`config.mk`:
```
export PLATFORM = sky130hd
export DESIGN_NAME = ccbd_decode
export DESIGN_NICKNAME = d
export VERILOG_FILES = /design/src/ccbd_pkg.sv /design/src/ccbd_decode.sv
export SDC_FILE = /design/constraint.sdc
export NUM_CORES = 1
export LEC_CHECK = 0
export BUFFER_PORTS_ARGS = -buffer_cell sky130_fd_sc_hd__buf_2
export CORE_MARGIN = 2
export CORE_UTILIZATION = 42
export DETAILED_ROUTE_END_ITERATION = 10
export GPL_ROUTABILITY_DRIVEN = 1
export MAX_ROUTING_LAYER = met4
export PLACE_DENSITY = 0.91
export SYNTH_ARGS = -nofsm -noshare
export SYNTH_HDL_FRONTEND = slang
export SYNTH_SLANG_ARGS = --single-unit
```
`constraint.sdc`:
```
create_clock -name vclk -period 3.85
set_input_delay 0.385 -clock vclk [all_inputs]
set_output_delay 0.385 -clock vclk [all_outputs]
set_load 0.005 [all_outputs]
```
`src/ccbd_pkg.sv`:
```
package ccbd_pkg;

    typedef struct packed {
        logic        req_type;
        logic [15:0] bus_address;
        logic [7:0]  write_value;
    } t_in_item;

    typedef struct packed {
        logic [7:0]  read_data;
        logic [2:0]  target;
        logic [2:0]  graphics_reg_index;
        logic [7:0]  forward_value;
        logic [14:0] rom_offset;
        logic [3:0]  status;
    } t_out_item;

    // work RAM access request from the decoder
    typedef struct packed {
        logic       rd;
        logic       we;
        logic [7:0] wdata;
    } t_ram_req;

    localparam logic REQ_READ  = 1'b0;
    localparam logic REQ_WRITE = 1'b1;

    localparam logic [2:0] TGT_RAM  = 3'd0;
    localparam logic [2:0] TGT_GFX  = 3'd1;
    localparam logic [2:0] TGT_CTRL = 3'd2;
    localparam logic [2:0] TGT_ROM  = 3'd3;
    localparam logic [2:0] TGT_NONE = 3'd4;

    localparam logic [3:0] ST_OK        = 4'd0;
    localparam logic [3:0] ST_MIRROR    = 4'd1;
    localparam logic [3:0] ST_IO        = 4'd2;
    localparam logic [3:0] ST_EXT_ROM   = 4'd3;
    localparam logic [3:0] ST_EXT_RAM   = 4'd4;
    localparam logic [3:0] ST_ROM_WRITE = 4'd5;
    localparam logic [3:0] ST_ROM_RANGE = 4'd6;
    localparam logic [3:0] ST_PTR       = 4'd7;
    localparam logic [3:0] ST_STROBE    = 4'd8;

    localparam logic CFG_BUTTON_STATES    = 1'b0;
    localparam logic CFG_PROGRAM_ROM_SIZE = 1'b1;

    localparam logic [15:0] ADDR_RAM_END    = 16'h07FF;
    localparam logic [15:0] ADDR_MIRROR_END = 16'h1FFF;
    localparam logic [15:0] ADDR_GFX_BASE   = 16'h2000;
    localparam logic [15:0] ADDR_GFX_END    = 16'h3FFF;
    localparam logic [15:0] ADDR_IO_END     = 16'h401F;
    localparam logic [15:0] ADDR_EXT_ROM_END = 16'h5FFF;
    localparam logic [15:0] ADDR_EXT_RAM_END = 16'h7FFF;
    localparam logic [15:0] ADDR_ROM_BASE   = 16'h8000;
    localparam logic [15:0] ADDR_CTRL       = 16'h4016;

    localparam logic [7:0]  PTR_ARMED       = 8'hFF;
    localparam logic [7:0]  PTR_LAST        = 8'd7;
    localparam logic [15:0] ROM_SIZE_RESET  = 16'd16384;

endpackage

```
`src/ccbd_decode.sv`:
```
module ccbd_decode #(
    parameter int WORK_RAM_DEPTH = 2048
) (
    input  ccbd_pkg::t_in_item                 i_item,
    input  logic [7:0]                         i_pointer,
    input  logic [7:0]                         i_button_states,
    input  logic [15:0]                        i_rom_size,
    output ccbd_pkg::t_out_item                o_item,
    output logic [7:0]                         o_pointer,
    output ccbd_pkg::t_ram_req                 o_ram,
    output logic [$clog2(WORK_RAM_DEPTH)-1:0]  o_ram_addr
);
    import ccbd_pkg::*;

    localparam int AW = $clog2(WORK_RAM_DEPTH);

    logic [15:0] addr;
    logic        wr;
    logic [11:0] ram_idx;
    logic [14:0] ram_wide;
    logic [15:0] rom_off;

    assign addr = i_item.bus_address;
    assign wr   = (i_item.req_type == REQ_WRITE);
    assign rom_off = addr - ADDR_ROM_BASE;
    assign ram_wide = {4'd0, addr[10:0]};

    // RAM window index modulo the depth; for a depth of 256 or more the quotient is
    // at most seven, so the constant multiples are compared side by side and the
    // largest one that fits is subtracted
    always_comb begin
        ram_idx = {1'b0, addr[10:0]};
        for (int k = 1; k < 8; k++) begin
            if (ram_wide >= 15'(k * WORK_RAM_DEPTH)) begin
                ram_idx = 12'(ram_wide - 15'(k * WORK_RAM_DEPTH));
            end
        end
    end

    assign o_ram_addr = ram_idx[AW-1:0];

    always_comb begin
        o_item    = '0;
        o_item.target = TGT_NONE;
        o_item.status = ST_OK;
        o_pointer = i_pointer;
        o_ram     = '0;
        o_ram.wdata = i_item.write_value;

        if (addr <= ADDR_RAM_END) begin
            o_item.target = TGT_RAM;
            o_ram.we = wr;
            o_ram.rd = !wr;
        end else if (addr <= ADDR_MIRROR_END) begin
            o_item.status = ST_MIRROR;
        end else if (addr <= ADDR_GFX_END) begin
            o_item.target = TGT_GFX;
            o_item.graphics_reg_index = 3'((addr - ADDR_GFX_BASE) & 16'h0007);
            if (wr) begin
                o_item.forward_value = i_item.write_value;
            end
        end else if (addr <= ADDR_IO_END) begin
            if (addr == ADDR_CTRL) begin
                o_item.target = TGT_CTRL;
                if (wr) begin
                    if (i_item.write_value[0]) begin
                        o_pointer = PTR_ARMED;
                    end else begin
                        if (i_pointer != PTR_ARMED) begin
                            o_item.status = ST_STROBE;
                        end
                        o_pointer = '0;
                    end
                end else if (i_pointer > PTR_LAST) begin
                    o_item.status = ST_PTR;
                end else begin
                    o_item.read_data = {7'd0, i_button_states[i_pointer[2:0]]};
                    o_pointer = i_pointer + 8'd1;
                end
            end else begin
                o_item.status = ST_IO;
            end
        end else if (addr <= ADDR_EXT_ROM_END) begin
            o_item.status = ST_EXT_ROM;
        end else if (addr <= ADDR_EXT_RAM_END) begin
            o_item.status = ST_EXT_RAM;
        end else begin
            if (wr) begin
                o_item.status = ST_ROM_WRITE;
            end else if (rom_off >= i_rom_size) begin
                o_item.status = ST_ROM_RANGE;
            end else begin
                o_item.target = TGT_ROM;
                o_item.rom_offset = rom_off[14:0];
            end
        end
    end

endmodule

```
==> flow_metrics.env, run 1 <==
export IMPL_outcome="completed"
export IMPL_die_h_um=59.9
export IMPL_slew_violations=0
export IMPL_syn2layout_area_growth_pct=31.7
export IMPL_post_cts_resized=0
export IMPL_worstPathMaxFanout=19
export IMPL_place_gp_congestion=0.876
export IMPL_synth_cells=181
export IMPL_drt_iter0_markers=36
export IMPL_tns_ns=0
export IMPL_finalCriticalPeriod_ns=3.00
export IMPL_hold_violations=0
export IMPL_routed_wirelength_mm=3.60
export IMPL_die_area_mm2=0.00359
export IMPL_slew_headroom_pct=41.1
export IMPL_hold_ws_ns=0.946
export IMPL_crit_path_end_kind="output port"
export IMPL_drive_gt1_share_pct=49.3
export IMPL_seq_cell_count=0
export IMPL_drt_pass1_iter_count=4
export IMPL_cap_viol_max_count=0
export IMPL_wl_per_cell_um=11.7
export IMPL_grt_setup_unrepaired="false"
export IMPL_viasPerCell=5.18
export IMPL_vias=1590
export IMPL_clock_fmax_ghz=0.334
export IMPL_cts_hold_buf=0
export IMPL_finalSetupViolations=0
export IMPL_synth_area_mm2=0.00131
export IMPL_yosys_area_top_type="ha_1"
export IMPL_drc_errors=0
export IMPL_cp_required_ns=3.46
export IMPL_ir_drop_uv=40.1
export IMPL_ys_top_cells_by_area="ha_1 (16%), buf_4 (15%), and2_1 (7.6%), inv_1 (5.7%), a21oi_1 (4.6%)"
export IMPL_hp_class="primary input to output port"
export IMPL_power_density_mw_per_mm2=89.5
export IMPL_yosysSeqAreaShare_pct=0
export IMPL_io_pin_count=127
export IMPL_start_kind="primary input"
export IMPL_antenna_found_initial=0
export IMPL_overflow=0
export IMPL_arrival_ns=2.61
export IMPL_clkbuf_count=0
export IMPL_syn_area_per_cell_um2=7.25
export IMPL_die_w_um=59.9
export IMPL_grt_max_degree=21
export IMPL_portBuffers=120
export IMPL_regArea_um2=0
export IMPL_p_leak_nw=1.07
export IMPL_rows=20
export IMPL_yosys_cell_types_count=43
export IMPL_ant_nets=0
export IMPL_synth_warnings=0
export IMPL_dp_hpwl_mm=3.07
export IMPL_critical_path_class="primary input to output port"
export IMPL_cts_setup_buffers=0
export IMPL_grt_pass1_vias=1298
export IMPL_min_period_over_period_pct=77.8
export IMPL_fillers=303
export IMPL_initial_core_util_pct=43.7
export IMPL_synth_top_area_share_pct=16.2
export IMPL_grt_total_usage_pct=18.0
export IMPL_tightest_slew_ns=0.877
export IMPL_nNetsFinal=350
export IMPL_grt_pass1_wl_mm=5.13
export IMPL_n_antenna_cell=0
export IMPL_core_area_mm2=0.00300
## routing by layer
layer / wire (um) / track usage, % / part of all wire, %
met5: 0 / - / 0
met4: 14 / 1.27 / 0.39
met3: 267 / 0.649 / 7.4
met2: 1810 / 34.3 / 50
met1: 1510 / 21.6 / 42
## critical path, cell delays in order
cell,delay (ns)
buf_2,0.19
inv_1,0.13
ha_1,0.32
and4_1,0.20
a21oi_1,0.13
o221ai_1,0.19
nor4_4,0.69
and2_2,0.26
buf_2,0.10
## kinds of logic after synthesis
family,Yosys count,share of synthesized area (%)
simple gates,74,37.8
compound gates,32,16.6
other cells,1,0.286
mux,3,4.19
buf+inv,54,24.9
fa+ha+maj,17,16.2
## synth_stat cells, drive strengths merged, types with 2 or more instances
master,number
nand2b,2
nand3,4
buf,29
nand4,3
o21a,3
mux4,2
clkbuf,4
a21o,2
inv,20
o221a,2
ha,17
or3,2
and2,17
nor4,11
and4,2
and3,8
nand2,5
a21oi,12
nor2,6
nor3,6
or2,3
o21ai,7
## cell type report
class / count / area [um2] / area share, %
Multi-Input combinational cell: 133 / 1010 / 58.3
Timing Repair Buffer: 120 / 601 / 34.7
Tap cell: 33 / 41.3 / 2.39
Inverter: 21 / 78.8 / 4.56
## cell usage in the layout, fill, tap and decap left out, types with 2 or more instances in the layout
master and count:
conb_1 7, buf_2 120, o21ai_0 7, nor4_1 8
o221a_2 2, ha_1 17, nand4_1 3, nor2_1 6
and2_1 16, nor3_1 6, or2_2 2, a21oi_1 12
mux4_2 2, or3_4 2, a21o_1 2, nand3_1 4
nand2b_1 2, and4_1 2, o21a_1 3, inv_1 20
nand2_1 5, nor4_4 2, and3_1 8
## final timing paths
| check | from | end | slack (ns) | cells after the start |
|---|---|---|---|---|
| setup / recovery | i_item[23] | o_item[15] | 0.85 | 9 |
| hold / removal | i_item[7] | o_ram[7] | 0.95 | 2 |
## metrics by stage
| stage | total power, mW | utilization (%) | cells | setup slack [ns] | area [um2] |
|---|---|---|---|---|---|
| finish | 0.155 | 57.6 | 307 | 0.854 | 1730 |
| global route | 0.174 | 57.6 | 307 | 0.669 | 1730 |
| CTS | 0.156 | 57.6 | 307 | 0.861 | 1730 |
| detailed placement | 0.155 | 57.6 | 307 | 0.863 | 1730 |
| global placement | 0.151 | 57.6 | 307 | 0.941 | 1730 |
| floorplan | 0.0992 | - | 187 | 1.43 | 1340 |
## report_power, final
part           total [mW]  switching (mW)  internal [mW]
Clock                   0               0              0
Combinational       0.155          0.0775         0.0772
Sequential              0               0              0
Total               0.155          0.0775         0.0772
No activity file was read; power rests on OpenSTA's default activity.
==> run 2, diff against run 1 <==
Settings changed: CORE_UTILIZATION 42 to 35, PLACE_DENSITY 0.91 to 0.81.
Clock period 3.85 ns to 2.71 ns, I/O delays scaled along.
==> flow_metrics.env, run 2 (synthesis gave the netlist of run 1 again) <==
export IMPL_post_cts_resized=0
export IMPL_crit_path_end_kind="output port"
export IMPL_rows=22
export IMPL_start_kind="primary input"
export IMPL_slew_headroom_pct=65.0
export IMPL_routed_wirelength_mm=3.93
export IMPL_clkbuf_count=0
export IMPL_critical_path_class="primary input to output port"
export IMPL_nNetsFinal=355
export IMPL_final_cell_mix="buf_2 (120), inv_1 (20), ha_1 (17), and2_1 (16), a21oi_1 (12)"
export IMPL_drt_pass1_iter_count=4
export IMPL_clock_fmax_ghz=0.392
export IMPL_min_period_over_period_pct=94.2
export IMPL_grt_total_usage_pct=17.1
export IMPL_cts_setup_buffers=0
export IMPL_die_h_um=65.2
export IMPL_die_area_mm2=0.00426
export IMPL_pre_cts_ws_ns=0.179
export IMPL_ir_drop_uv=44.3
export IMPL_die_w_um=65.2
export IMPL_slew_violations=0
export IMPL_crit_path_max_incr_delay_ns=0.54
export IMPL_crit_chain="buf_2, inv_1, ha_1, and4_1, nand2_1, o41ai_2, nor4_4, buf_4, or2_2, buf_2"
export IMPL_grt_max_degree=21
export IMPL_seq_cell_count=0
export IMPL_finalCriticalPeriod_ns=2.55
export IMPL_io_pin_count=127
export IMPL_tightest_slew_ns=0.520
export IMPL_n_antenna_cell=0
export IMPL_finalSetupViolations=0
export IMPL_viasPerCell=4.87
export IMPL_worstPathMaxFanout=9
export IMPL_antenna_found_initial=0
export IMPL_hold_violations=0
export IMPL_cp_required_ns=2.44
export IMPL_drive_gt1_share_pct=50.2
export IMPL_cts_hold_buf=0
export IMPL_wl_per_cell_um=12.0
export IMPL_p_leak_nw=1.10
export IMPL_drc_errors=0
export IMPL_regArea_um2=0
export IMPL_crit_buf_inv=4
export IMPL_portBuffers=120
export IMPL_multiInputGateArea_mm2=0.00101
export IMPL_syn2layout_area_growth_pct=36.0
export IMPL_outcome="completed"
export IMPL_core_area_mm2=0.00363
export IMPL_cap_viol_max_count=0
export IMPL_initial_core_util_pct=36.1
export IMPL_hp_class="primary input to output port"
export IMPL_fin_ws_ns=0.158
export IMPL_power_density_mw_per_mm2=128
export IMPL_grt_setup_unrepaired="false"
export IMPL_hold_ws_ns=0.720
export IMPL_final_common_cell="buf_2"
export IMPL_overflow=0
export IMPL_grt_pass1_vias=1376
export IMPL_cp_top_family="simple AND/OR/NAND/NOR gates"
export IMPL_ant_nets=0
export IMPL_tns_ns=0
export IMPL_drt_iter0_markers=28
export IMPL_dp_hpwl_mm=3.35
export IMPL_crit_top_cell="buf_2"
export IMPL_fillers=386
export IMPL_place_gp_congestion=0.840
export IMPL_vias=1593
export IMPL_grt_pass1_wl_mm=5.93
export IMPL_arrival_ns=2.28
export IMPL_crit_slowest_cell="o41ai_2"
[run 2: cell count changes in the layout (fill, tap and decap cells not counted), sizes merged]
cell / change
buf: +5
[run 2: per-stage QoR]
stage | total power, mW | util (%) | cell area [um2] | cells
after floorplan | 0.141 | - | 1340 | 187
after global placement | 0.223 | 49.1 | 1790 | 327
after detailed placement | 0.229 | 49.1 | 1790 | 327
after CTS | 0.231 | 49.1 | 1790 | 327
after global routing | 0.257 | 49.1 | 1790 | 327
final | 0.229 | 49.1 | 1790 | 327
[run 2: power by group]
part	switching [mW]	leakage (nW)	total, mW	internal, mW
Sequential	0	0	0	0
Combinational	0.114	1.10	0.229	0.115
Clock	0	0	0	0
[run 2: path summary, 6_finish.rpt]
path,start,end,depth (start not counted)
max,i_item[23],o_item[30],10
min,i_item[4],o_ram[4],2
[run 2: layout make-up]
type / count / share of cell area, %
multi-input cells: 133 / 56.5
repair buffers: 125 / 35.7
inverters: 21 / 4.41
well taps: 48 / 3.36
[run 2: layer usage]
layer	routed length (um)	global-route usage (%)	share of wire, %
met1	1580	20.0	40
met2	2030	33.0	52
met3	264	0.685	6.7
met4	55	2.34	1.4
met5	0	-	0
